## src/hw/rtl/lwb_pkg.sv

```systemverilog
package lwb_pkg;

  typedef struct packed {
    logic [31:0] time_ms;
  } in_item_t;

  typedef struct packed {
    logic [3:0] ring_position;
    logic [7:0] red_out;
    logic [7:0] green_out;
    logic [7:0] blue_out;
    logic [7:0] white_out;
    logic       last_led;
  } out_item_t;

  typedef struct packed {
    logic [7:0] red;
    logic [7:0] green;
    logic [7:0] blue;
    logic [7:0] white;
  } colour_t;

  // configuration port
  localparam int CFG_INDEX_W = 3;
  localparam int CFG_DATA_W  = 16;

  typedef enum logic [CFG_INDEX_W-1:0] {
    CFG_PERIOD = 3'd0,
    CFG_RED    = 3'd1,
    CFG_GREEN  = 3'd2,
    CFG_BLUE   = 3'd3,
    CFG_WHITE  = 3'd4
  } cfg_index_t;

  localparam logic [15:0] PERIOD_RESET = 16'd2000;
  localparam logic [7:0]  RED_RESET    = 8'd255;
  localparam logic [7:0]  GREEN_RESET  = 8'd255;
  localparam logic [7:0]  BLUE_RESET   = 8'd255;
  localparam logic [7:0]  WHITE_RESET  = 8'd0;

  // phase divider: {time_ms, 16'b0} / period, low 16 quotient bits are the phase
  localparam int DIVIDEND_W = 48;
  localparam int DIV_STEP   = 6;
  localparam int DIV_CYCLES = DIVIDEND_W / DIV_STEP;
  localparam int DIV_CNT_W  = $clog2(DIV_CYCLES);

  typedef enum logic [1:0] {
    DIV_IDLE,
    DIV_RUN,
    DIV_DONE
  } div_state_t;

  // wave centre in signed Q16
  localparam int WAVE_W = 20;
  localparam logic [17:0] EASE_THREE = 18'd196608;
  localparam logic [16:0] WAVE_SPAN  = 17'd104858;
  localparam logic signed [WAVE_W-1:0] WAVE_START = -20'sd19661;

  localparam int POS_W  = 18;
  localparam int DIST_W = 21;
  localparam int MAG_W  = DIST_W - 1;
  localparam logic [MAG_W-1:0] HALF_WIDTH = 20'd32768;

  localparam int QUEUE_DEPTH = 2;

  // squared raised cosine entry, x in Q16 over 0 .. 1 of the half width
  function automatic logic [7:0] profile_entry(input longint x);
    longint y;
    longint a;
    longint b;
    longint c1;
    longint c;
    longint c2;
    longint b16;
    longint v;
    y  = (x * x) / 65536;
    a  = 1367 - (y * 60) / 65536;
    b  = 16624 - (y * a) / 65536;
    c1 = 80852 - (y * b) / 65536;
    c  = 65536 - (y * c1) / 65536;
    if (c < 0) c = 0;
    if (c > 65536) c = 65536;
    c2  = (c * c) / 65536;
    b16 = (c2 * c2) / 65536;
    v   = (b16 * 255) / 65536;
    if (v > 255) v = 255;
    return 8'(v);
  endfunction

  // level * br / 255, truncated; exact for 16-bit products
  function automatic logic [7:0] scale_level(input logic [7:0] level, input logic [7:0] br);
    logic [16:0] p;
    logic [16:0] q;
    p = 17'(level) * 17'(br);
    q = p + 17'd1;
    q = q + (q >> 8);
    return q[15:8];
  endfunction

endpackage

```

## src/hw/rtl/lwb_stream_if.sv

```systemverilog
interface lwb_stream_if #(parameter type T = logic [0:0]) ();
  logic valid;
  logic ready;
  T     data;

  modport source (output valid, output data, input ready);
  modport sink (input valid, input data, output ready);
endinterface

```

## src/hw/rtl/lwb_front.sv

```systemverilog
module lwb_front (
  input  logic                                clk,
  input  logic                                rst,
  lwb_stream_if.sink                          time_in,
  input  logic [15:0]                         anim_period,
  output logic                                wave_valid,
  input  logic                                wave_ready,
  output logic signed [lwb_pkg::WAVE_W-1:0]   wave_centre
);

  lwb_pkg::div_state_t state, state_next;

  logic [lwb_pkg::DIV_CNT_W-1:0]  cnt;
  logic [lwb_pkg::DIVIDEND_W-1:0] dvd;
  logic [15:0]                    divisor;
  logic [15:0]                    rem;
  logic [15:0]                    rem_next;
  logic [15:0]                    quo;
  logic [lwb_pkg::DIV_STEP-1:0]   qbits;
  logic                           accept;
  logic                           handoff;
  logic                           sh_en;

  logic                           s1_valid;
  logic                           s2_valid;
  logic                           s3_valid;
  logic [15:0]                    s1_t2;
  logic [17:0]                    s1_m;
  logic [17:0]                    s2_e;
  logic signed [lwb_pkg::WAVE_W-1:0] s3_w;
  logic [31:0]                    sq;
  logic [33:0]                    ease_prod;
  logic [34:0]                    span_prod;

  // several restoring steps per cycle
  always_comb begin
    logic [16:0] trial;
    rem_next = rem;
    qbits    = '0;
    for (int s = 0; s < lwb_pkg::DIV_STEP; s++) begin
      trial = {rem_next, dvd[lwb_pkg::DIVIDEND_W-1-s]};
      if (trial >= {1'b0, divisor}) begin
        rem_next = 16'(trial - {1'b0, divisor});
        qbits[lwb_pkg::DIV_STEP-1-s] = 1'b1;
      end else begin
        rem_next = trial[15:0];
      end
    end
  end

  always_comb begin
    state_next = state;
    unique case (state)
      lwb_pkg::DIV_IDLE: begin
        if (accept) state_next = lwb_pkg::DIV_RUN;
      end
      lwb_pkg::DIV_RUN: begin
        if (cnt == lwb_pkg::DIV_CNT_W'(lwb_pkg::DIV_CYCLES - 1))
          state_next = lwb_pkg::DIV_DONE;
      end
      lwb_pkg::DIV_DONE: begin
        if (accept) state_next = lwb_pkg::DIV_RUN;
        else if (handoff) state_next = lwb_pkg::DIV_IDLE;
      end
      default: state_next = lwb_pkg::DIV_IDLE;
    endcase
  end

  always_comb begin
    time_in.ready = 1'b0;
    handoff       = 1'b0;
    unique case (state)
      lwb_pkg::DIV_IDLE: time_in.ready = 1'b1;
      lwb_pkg::DIV_DONE: begin
        handoff       = sh_en;
        time_in.ready = sh_en;
      end
      default: ;
    endcase
  end

  assign accept = time_in.valid && time_in.ready;
  assign sh_en  = !s3_valid || wave_ready;

  always_ff @(posedge clk) begin
    if (rst) begin
      state <= lwb_pkg::DIV_IDLE;
    end else begin
      state <= state_next;
    end
  end

  always_ff @(posedge clk) begin
    if (accept) begin
      dvd     <= {time_in.data.time_ms, 16'd0};
      rem     <= '0;
      cnt     <= '0;
      divisor <= (anim_period == 16'd0) ? 16'd1 : anim_period;
    end else if (state == lwb_pkg::DIV_RUN) begin
      dvd <= dvd << lwb_pkg::DIV_STEP;
      rem <= rem_next;
      quo <= {quo[15-lwb_pkg::DIV_STEP:0], qbits};
      cnt <= cnt + 1'b1;
    end
  end

  // smoothstep and centre mapping, one multiply per stage
  assign sq        = 32'(quo) * 32'(quo);
  assign ease_prod = 34'(s1_t2) * 34'(s1_m);
  assign span_prod = 35'(s2_e) * 35'(lwb_pkg::WAVE_SPAN);

  always_ff @(posedge clk) begin
    if (rst) begin
      s1_valid <= 1'b0;
      s2_valid <= 1'b0;
      s3_valid <= 1'b0;
    end else if (sh_en) begin
      s1_valid <= (state == lwb_pkg::DIV_DONE);
      s2_valid <= s1_valid;
      s3_valid <= s2_valid;
    end
  end

  always_ff @(posedge clk) begin
    if (sh_en) begin
      s1_t2 <= sq[31:16];
      s1_m  <= lwb_pkg::EASE_THREE - {1'b0, quo, 1'b0};
      s2_e  <= ease_prod[33:16];
      s3_w  <= lwb_pkg::WAVE_START + $signed({1'b0, span_prod[34:16]});
    end
  end

  assign wave_valid  = s3_valid;
  assign wave_centre = s3_w;

endmodule

```

## src/hw/rtl/lwb_fifo.sv

```systemverilog
module lwb_fifo #(
  parameter int WIDTH = 20,
  parameter int DEPTH = 2
) (
  input  logic             clk,
  input  logic             rst,
  input  logic             push_valid,
  output logic             push_ready,
  input  logic [WIDTH-1:0] push_data,
  output logic             pop_valid,
  input  logic             pop_ready,
  output logic [WIDTH-1:0] pop_data
);

  localparam int AW = (DEPTH > 1) ? $clog2(DEPTH) : 1;
  localparam int CW = $clog2(DEPTH + 1);

  logic [WIDTH-1:0] mem [DEPTH];
  logic [AW-1:0]    wr_ptr;
  logic [AW-1:0]    rd_ptr;
  logic [CW-1:0]    count;
  logic             push;
  logic             pop;

  assign push_ready = (count != CW'(DEPTH));
  assign pop_valid  = (count != '0);
  assign push       = push_valid && push_ready;
  assign pop        = pop_valid && pop_ready;
  assign pop_data   = mem[rd_ptr];

  always_ff @(posedge clk) begin
    if (rst) begin
      wr_ptr <= '0;
      rd_ptr <= '0;
      count  <= '0;
    end else begin
      if (push) wr_ptr <= (wr_ptr == AW'(DEPTH - 1)) ? '0 : wr_ptr + 1'b1;
      if (pop) rd_ptr <= (rd_ptr == AW'(DEPTH - 1)) ? '0 : rd_ptr + 1'b1;
      if (push && !pop) count <= count + 1'b1;
      else if (pop && !push) count <= count - 1'b1;
    end
  end

  always_ff @(posedge clk) begin
    if (push) mem[wr_ptr] <= push_data;
  end

endmodule

```

## src/hw/rtl/lwb_back.sv

```systemverilog
module lwb_back #(
  parameter int RING_LEDS           = 10,
  parameter int PROFILE_TABLE_DEPTH = 256
) (
  input  logic                               clk,
  input  logic                               rst,
  input  logic                               wave_valid,
  output logic                               wave_ready,
  input  logic signed [lwb_pkg::WAVE_W-1:0]  wave_centre,
  input  lwb_pkg::colour_t                   levels,
  lwb_stream_if.source                       led_out
);

  localparam int IDX_W    = $clog2(RING_LEDS);
  localparam int HALF     = RING_LEDS / 2;
  localparam int STEP_DIV = (HALF > 1) ? HALF - 1 : 1;
  localparam int KW       = $clog2(PROFILE_TABLE_DEPTH);
  localparam int SCALE_W  = 15 + $clog2(PROFILE_TABLE_DEPTH + 1);

  logic signed [lwb_pkg::POS_W-1:0] pos_tab [RING_LEDS];
  logic [7:0]                       rom [PROFILE_TABLE_DEPTH];

  for (genvar g = 0; g < RING_LEDS; g++) begin : g_pos
    localparam int P = (g < HALF) ? (g * 65536) / STEP_DIV
                                  : 65536 - ((g - HALF) * 65536) / STEP_DIV;
    assign pos_tab[g] = lwb_pkg::POS_W'(P);
  end

  for (genvar g = 0; g < PROFILE_TABLE_DEPTH; g++) begin : g_rom
    localparam longint X = (longint'(g) * 65536) / PROFILE_TABLE_DEPTH;
    assign rom[g] = lwb_pkg::profile_entry(X);
  end

  logic                               cur_valid;
  logic signed [lwb_pkg::WAVE_W-1:0]  cur_w;
  logic [IDX_W-1:0]                   idx;
  logic                               a_valid;
  logic [IDX_W-1:0]                   a_idx;
  logic                               a_last;
  logic [7:0]                         a_br;
  logic                               o_valid;
  lwb_pkg::out_item_t                 o_data;

  logic signed [lwb_pkg::DIST_W-1:0]  delta;
  logic [lwb_pkg::MAG_W-1:0]          mag;
  logic [SCALE_W-1:0]                 scaled;
  logic [KW-1:0]                      k;
  logic [7:0]                         br;
  logic                               o_free;
  logic                               a_free;
  logic                               step;
  logic                               last_idx;
  logic                               load_cur;

  // distance from the wave centre, folded to a profile index
  assign delta  = lwb_pkg::DIST_W'(pos_tab[idx]) - lwb_pkg::DIST_W'(cur_w);
  assign mag    = delta[lwb_pkg::DIST_W-1] ? lwb_pkg::MAG_W'(-delta)
                                           : delta[lwb_pkg::MAG_W-1:0];
  assign scaled = SCALE_W'(mag[14:0]) * SCALE_W'(PROFILE_TABLE_DEPTH);
  assign k      = scaled[15 +: KW];
  assign br     = (mag < lwb_pkg::HALF_WIDTH) ? rom[k] : 8'd0;

  assign o_free     = !o_valid || led_out.ready;
  assign a_free     = !a_valid || o_free;
  assign step       = cur_valid && a_free;
  assign last_idx   = (idx == IDX_W'(RING_LEDS - 1));
  assign wave_ready = !cur_valid || (step && last_idx);
  assign load_cur   = wave_valid && wave_ready;

  always_ff @(posedge clk) begin
    if (rst) begin
      cur_valid <= 1'b0;
      idx       <= '0;
      a_valid   <= 1'b0;
      o_valid   <= 1'b0;
    end else begin
      if (load_cur) cur_valid <= 1'b1;
      else if (step && last_idx) cur_valid <= 1'b0;
      if (step) idx <= last_idx ? '0 : idx + 1'b1;
      if (a_free) a_valid <= step;
      if (o_free) o_valid <= a_valid;
    end
  end

  always_ff @(posedge clk) begin
    if (load_cur) cur_w <= wave_centre;
    if (step) begin
      a_idx  <= idx;
      a_last <= last_idx;
      a_br   <= br;
    end
    if (o_free && a_valid) begin
      o_data.ring_position <= 4'(a_idx);
      o_data.red_out       <= lwb_pkg::scale_level(levels.red, a_br);
      o_data.green_out     <= lwb_pkg::scale_level(levels.green, a_br);
      o_data.blue_out      <= lwb_pkg::scale_level(levels.blue, a_br);
      o_data.white_out     <= lwb_pkg::scale_level(levels.white, a_br);
      o_data.last_led      <= a_last;
    end
  end

  assign led_out.valid = o_valid;
  assign led_out.data  = o_data;

endmodule

```

## src/hw/rtl/led_wave_brightness.sv

```systemverilog
// Channel    Dir  Handshake     Payload
// time_in    in   valid/ready   time_ms
// led_out    out  valid/ready   ring_position, red/green/blue/white_out, last_led
// cfg        in   cfg_we        cfg_index, cfg_data
//
// One timestamp gives RING_LEDS items. The divider takes the next timestamp in the
// cycle that it hands its result on. The phase divider retires 6 quotient bits a
// cycle, the LED sequencer emits one item per cycle while a centre waits and
// led_out does not stall. Items pass the divider, shaping stages, centre queue and
// output registers. Synchronous reset clears control and loads register defaults. A
// two-entry queue of wave centres lets the divider run on while led_out is stalled.
module led_wave_brightness #(
  parameter int RING_LEDS           = 10,
  parameter int PROFILE_TABLE_DEPTH = 256
) (
  input  logic                             clk,
  input  logic                             rst,
  lwb_stream_if.sink                       time_in,
  lwb_stream_if.source                     led_out,
  input  logic                             cfg_we,
  input  logic [lwb_pkg::CFG_INDEX_W-1:0]  cfg_index,
  input  logic [lwb_pkg::CFG_DATA_W-1:0]   cfg_data
);

  logic [15:0]                       anim_period;
  lwb_pkg::colour_t                  levels;

  logic                              wave_valid;
  logic                              wave_ready;
  logic signed [lwb_pkg::WAVE_W-1:0] wave_centre;
  logic                              q_valid;
  logic                              q_ready;
  logic [lwb_pkg::WAVE_W-1:0]        q_data;

  always_ff @(posedge clk) begin
    if (rst) begin
      anim_period  <= lwb_pkg::PERIOD_RESET;
      levels.red   <= lwb_pkg::RED_RESET;
      levels.green <= lwb_pkg::GREEN_RESET;
      levels.blue  <= lwb_pkg::BLUE_RESET;
      levels.white <= lwb_pkg::WHITE_RESET;
    end else if (cfg_we) begin
      unique case (cfg_index)
        lwb_pkg::CFG_PERIOD: anim_period  <= cfg_data;
        lwb_pkg::CFG_RED:    levels.red   <= cfg_data[7:0];
        lwb_pkg::CFG_GREEN:  levels.green <= cfg_data[7:0];
        lwb_pkg::CFG_BLUE:   levels.blue  <= cfg_data[7:0];
        lwb_pkg::CFG_WHITE:  levels.white <= cfg_data[7:0];
        default: ;
      endcase
    end
  end

  lwb_front u_front (
    .clk         (clk),
    .rst         (rst),
    .time_in     (time_in),
    .anim_period (anim_period),
    .wave_valid  (wave_valid),
    .wave_ready  (wave_ready),
    .wave_centre (wave_centre)
  );

  lwb_fifo #(
    .WIDTH (lwb_pkg::WAVE_W),
    .DEPTH (lwb_pkg::QUEUE_DEPTH)
  ) u_queue (
    .clk        (clk),
    .rst        (rst),
    .push_valid (wave_valid),
    .push_ready (wave_ready),
    .push_data  (wave_centre),
    .pop_valid  (q_valid),
    .pop_ready  (q_ready),
    .pop_data   (q_data)
  );

  lwb_back #(
    .RING_LEDS           (RING_LEDS),
    .PROFILE_TABLE_DEPTH (PROFILE_TABLE_DEPTH)
  ) u_back (
    .clk         (clk),
    .rst         (rst),
    .wave_valid  (q_valid),
    .wave_ready  (q_ready),
    .wave_centre ($signed(q_data)),
    .levels      (levels),
    .led_out     (led_out)
  );

  // last item of a timestamp carries the top ring position
  a_last_pos: assert property (@(posedge clk) disable iff (rst)
    led_out.valid && led_out.data.last_led |->
      led_out.data.ring_position == 4'(RING_LEDS - 1))
    else $error("last_led on wrong ring position");

  // divider is busy for the cycle after it takes a timestamp
  a_div_busy: assert property (@(posedge clk) disable iff (rst)
    time_in.valid && time_in.ready |=> !time_in.ready)
    else $error("timestamp taken while divider busy");

  // shaping pipeline holds its centre while the queue is full
  a_wave_hold: assert property (@(posedge clk) disable iff (rst)
    wave_valid && !wave_ready |=> wave_valid && $stable(wave_centre))
    else $error("wave centre lost under back pressure");

endmodule

```

## src/flat_wrapper.sv

```systemverilog
// flat-port wrapper written by rule: the top's interface ports become plain ports
module led_wave_brightness_flat 
#(
  parameter int RING_LEDS           = 10,
  parameter int PROFILE_TABLE_DEPTH = 256
)
  (clk, rst, cfg_we, cfg_index, cfg_data, time_in_valid, time_in_data, time_in_ready, led_out_valid, led_out_data, led_out_ready);
  lwb_stream_if #(.T(lwb_pkg::in_item_t)) time_in_i ();
  lwb_stream_if #(.T(lwb_pkg::out_item_t)) led_out_i ();
  input  logic clk;
  input  logic rst;
  input  logic cfg_we;
  input  logic [lwb_pkg::CFG_INDEX_W-1:0] cfg_index;
  input  logic [lwb_pkg::CFG_DATA_W-1:0] cfg_data;
  input wire logic [$bits(time_in_i.valid)-1:0] time_in_valid;
  input wire logic [$bits(time_in_i.data)-1:0] time_in_data;
  output wire logic [$bits(time_in_i.ready)-1:0] time_in_ready;
  output wire logic [$bits(led_out_i.valid)-1:0] led_out_valid;
  output wire logic [$bits(led_out_i.data)-1:0] led_out_data;
  input wire logic [$bits(led_out_i.ready)-1:0] led_out_ready;
  assign time_in_i.valid = time_in_valid;
  assign time_in_i.data = time_in_data;
  assign time_in_ready = time_in_i.ready;
  assign led_out_valid = led_out_i.valid;
  assign led_out_data = led_out_i.data;
  assign led_out_i.ready = led_out_ready;
  led_wave_brightness #(.RING_LEDS(RING_LEDS), .PROFILE_TABLE_DEPTH(PROFILE_TABLE_DEPTH)) u_core (.clk(clk), .rst(rst), .time_in(time_in_i), .led_out(led_out_i), .cfg_we(cfg_we), .cfg_index(cfg_index), .cfg_data(cfg_data));
endmodule
```

## config.mk

```make
export PLATFORM = sky130hd
export DESIGN_NAME = led_wave_brightness_flat
export DESIGN_NICKNAME = d
export VERILOG_FILES = /design/src/hw/rtl/lwb_pkg.sv /design/src/hw/rtl/lwb_stream_if.sv /design/src/hw/rtl/lwb_front.sv /design/src/hw/rtl/lwb_fifo.sv /design/src/hw/rtl/lwb_back.sv /design/src/hw/rtl/led_wave_brightness.sv /design/src/flat_wrapper.sv
export SDC_FILE = /design/constraint.sdc
export NUM_CORES = 2
export LEC_CHECK = 0
export ABC_AREA = 1
export ABC_CLOCK_PERIOD_IN_PS = 29100
export BUFFER_PORTS_ARGS = -buffer_cell sky130_fd_sc_hd__buf_2
export CORE_MARGIN = 5
export CORE_UTILIZATION = 45
export DETAILED_ROUTE_END_ITERATION = 7
export PLACE_DENSITY = 0.59
export SLEW_MARGIN = 0
export SYNTH_ARGS = -nofsm -noshare
export SYNTH_HDL_FRONTEND = slang
export SYNTH_HIERARCHICAL = 1
export SYNTH_SLANG_ARGS = --single-unit
```

## constraint.sdc

```tcl
create_clock -name clk -period 29.1 [get_ports clk]
set_input_delay 5.82 -clock clk [delete_from_list [all_inputs] [get_ports clk]]
set_output_delay 5.82 -clock clk [all_outputs]
set_load 0.02 [all_outputs]
```

==> parameters.txt <==
Parameter                              Value

Drt
  Detailed-route wire length ... 131000 um
  Vias post-DR ... 41600
  Wire length per cell ... 15.7 um
  Number of optimization iterations in the first detailed-route pass ... 5
  Avg Vias per Cell ... 4.99
  DR DRC count ... 0
  Number of DRC violations after detailed-routing iteration 0 ... 2340
  Remaining antenna violation count after routing ... 0

Clocking
  Num Clock Sinks ... 329
  Number of gates resized after cts ... 0
  Clock-pin slew on the worst setup and hold paths ... 0.07 ns
  Number of clock buffers inserted by TritonCTS ... 44
  Clock latency on the worst-skew pair ... 0.65 ns
  H-tree depth ... 2
  TritonCTS clock tree ... done
  CTS hold repair buffers ... 0
  Post-CTS Setup Bufs ... 0
  Clock root buffer ... clkbuf_16
  Max Root-Sink Buffers ... 3

Outcome
  Status ... completed

STA
  Unrepaired setup endpoints after global routing ... no
  Slew at the pin closest to its max-slew limit ... 1.07 ns
  Count of endpoints failing setup in the final report ... 0
  Aggregate negative setup slack ... 0 ns
  Worst clock skew ... 0.0607 ns
  Final Cycle Share ... 49.5%
  Shortest period the worst path allows ... 14.41 ns
  Final number of hold-violating endpoints ... 0
  Number of max-slew violations in the final report ... 0
  Highest achievable clock rate ... 0.0694 GHz
  Relative slew margins ... 28.9%

Finish
  Register area ... 9040 um2
  Syn-to-layout area delta ... 5.79%
  Fraction of final layout cells with drive strength greater than 1 ... 5.41%
  Fill cell total of the finished layout ... 11700
  Nets@finish ... 8098
  Total area of multi-input combinational cells ... 36600 um2
  Core utilization of the finished layout ... 47.7%

Synth
  Net count after synthesis ... 8147
  Post-synth cell types ... 70
  FF+latch count, synth ... 329
  Average footprint of a synthesized cell ... 7.78 um2
  Number of enable-type register cells in the synthesized netlist ... 245
  Number of instances in the synthesized netlist ... 6822
  Summed instance area of the synthesized netlist ... 53100 um2
  Sequential area share after synthesis ... 17.0%
  Main synth FF type ... edfxtp_1
  Async set or reset register ratio after synthesis ... 0%
  Total of warnings raised by yosys ... 6

Floorplanning
  Count of standard-cell rows ... 126
  Die Span X ... 353 um
  Full die area ... 125000 um2
  Core Box Area ... 118000 um2
  IO Count ... 95
  Initial Utilization ... 45.1%
  Vertical extent of the die ... 353 um

Worst hold path
  Hold WC Path Type ... flip-flop to flip-flop

Global route
  Initial antenna violation count ... 7
  Via count of the first global-routing pass ... 42200
  Global-route usage over all layers ... 21.1%
  Wire length of the first global-routing pass ... 216000 um
  Leftover overflow at the end of global routing ... 0
  Pin count of the biggest net entering global routing ... 70

Setup path
  Top fanout value on the critical path ... 30
  CP max stage cell ... nor2_2
  Setup crit end kind ... flip-flop
  Most common cell on crit path ... nand2_1
  Required time at the endpoint of the critical path ... 29.60 ns
  Critical path arrival ... 14.91 ns
  Classification of the worst setup path ... flip-flop to flip-flop
  Delay of the slowest critical-path stage ... 0.54 ns
  Startpoint type of the worst setup path ... flip-flop

Placed design
  Detailed-placement wirelength estimate ... 105000 um
  Routability-driven placement congestion ratio ... 0.902
  Number of I/O port buffers ... 94

Run
  Max-cap check violation count ... 0
[cell type report]
class                   instances  area share, %
flip-flops and latches        329           16.1
well taps                    1536           3.42
clock buffers                  53           2.13
repair buffers                122           1.21
multi-input cells            4587           65.2
clock inverters                28          0.557
diodes                          5         0.0223
inverters                    1689           11.3
[metrics by stage]
step / cell area (um2) / hold WS [ns] / std cells / setup slack, ns
after CTS: 56100 / 0.412 / 8344 / 14.67
after detailed placement: 54600 / 0.410 / 8263 / 14.79
after floorplan: 53100 / 0.400 / 6822 / 17.27
after global routing: 56100 / 0.423 / 8346 / 13.07
final: 56100 / 0.421 / 8349 / 14.69
after global placement: 54600 / 0.411 / 8263 / 15.07
[cell families (layout without fill, tap and decap cells)]
| group | Yosys count | in the layout | share of synthesized area [%] |
|---|---|---|---|
| buffers and inverters | 1906 | 1892 | 14.0 |
| adder cells (fa/ha/maj) | 1269 | 1269 | 38.6 |
| XOR/XNOR | 233 | 233 | 3.86 |
| AO/OA/AOI/OAI | 579 | 579 | 6.03 |
| flip-flops | 329 | 329 | 17.0 |
| AND/OR/NAND/NOR | 2485 | 2485 | 19.9 |
| multiplexers | 21 | 21 | 0.585 |
| other | 0 | 5 | 0 |
[layer usage]
| layer | routed length [um] | global-route usage (%) |
|---|---|---|
| met1 | 58200 | 27.5 |
| met2 | 64600 | 37.6 |
| met3 | 4860 | 1.91 |
| met4 | 3680 | 5.92 |
| met5 | 0 | 0 |
[critical path, delay by kind of cell, from the launching register on]
family                     cells  cell delay (ns)
and+or+nand+nor               35             4.53
buffers and inverters          9             1.68
DFF                            1             0.36
AOI/OAI and AO/OA             26             5.47
adders and majority gates      6             2.15
[registers in the layout, summed over array words and instances, names as in the netlist, 3 cells and up, named ones only]
signal                      count
u_core/u_front/s1_t2           16
u_core/u_front/cnt              3
u_core/u_front/s1_m            17
u_core/u_front/quo             16
u_core/u_front/wave_centre     20
u_core/u_back/cur_w            20
u_core/u_back/a_br              8
u_core/u_queue/mem             40
u_core/u_back/idx               4
u_core/anim_period             16
u_core/u_front/divisor         16
u_core/u_back/a_idx             4
u_core/u_front/rem             16
u_core/levels                  32
u_core/u_front/s2_e            18
u_core/u_front/dvd             32
u_core/u_back/led_out.data     37
[synthesized netlist by cell type (5+ instances only)]
library cell,count,area (um2)
a31oi_1,13,81.3
inv_2,24,90.1
o21ai_1,35,175
dfxtp_1,84,1680
o31ai_1,7,52.6
ha_1,654,8180
o21bai_1,19,143
nand2_1,1689,6340
clkbuf_2,26,130
nand4_1,50,313
buf_1,7,26.3
nand3b_1,9,67.6
nor2_4,13,146
a21boi_0,11,82.6
a21o_1,10,75.1
nand2_2,40,250
nand2_4,17,191
buf_4,8,60.1
buf_6,14,158
xor2_1,159,1390
o211ai_1,11,82.6
mux2_4,20,300
edfxtp_1,245,7360
fa_1,615,12300
nand3_2,5,50.1
nor2_1,250,938
nor3_1,43,215
clkbuf_1,142,533
xnor2_1,73,639
nor4_1,12,75.1
inv_1,1660,6230
buf_2,13,65.1
o21ai_0,156,781
o21a_1,9,67.6
or2_2,13,81.3
nor2_2,10,62.6
nand3_1,317,1590
a21oi_1,277,1390
[placed cells by master (no fill, tap or decap), types with 12 or more instances in the layout]
cell type	synthesis	final
a21oi_1	277	276
dfxtp_1	84	84
fa_1	615	615
inv_2	24	25
nand2_4	17	17
nand2_2	40	40
buf_4	8	28
ha_1	654	654
nand3_1	317	317
o21ai_1	35	35
a31oi_1	13	13
xor2_1	159	159
o21ai_0	156	156
nor4_1	12	12
nor2_4	13	14
mux2_4	20	20
nor2_1	250	249
edfxtp_1	245	245
buf_2	13	94
inv_1	1660	1659
nand2_1	1689	1689
clkbuf_16	0	45
nor3_1	43	43
nand4_1	50	50
o21bai_1	19	19
xnor2_1	73	73
or2_2	13	13
[path summary, 6_finish.rpt]
path	endpoint	slack, ns	depth (start not counted)	start
worst max-delay path	u_core/u_front/rem[9]	14.69	76	u_core/u_front/divisor[12]
worst min-delay path	u_core/u_back/led_out.data[34]	0.42	0	u_core/u_back/a_idx[1]
worst max register to register	u_core/u_front/rem[9]	14.69	76	u_core/u_front/divisor[12]
worst min register to register	u_core/u_back/led_out.data[34]	0.42	0	u_core/u_back/a_idx[1]
Power is not shown: default switching activity piles up to over one toggle a cycle in this logic, so the estimate is an artifact.
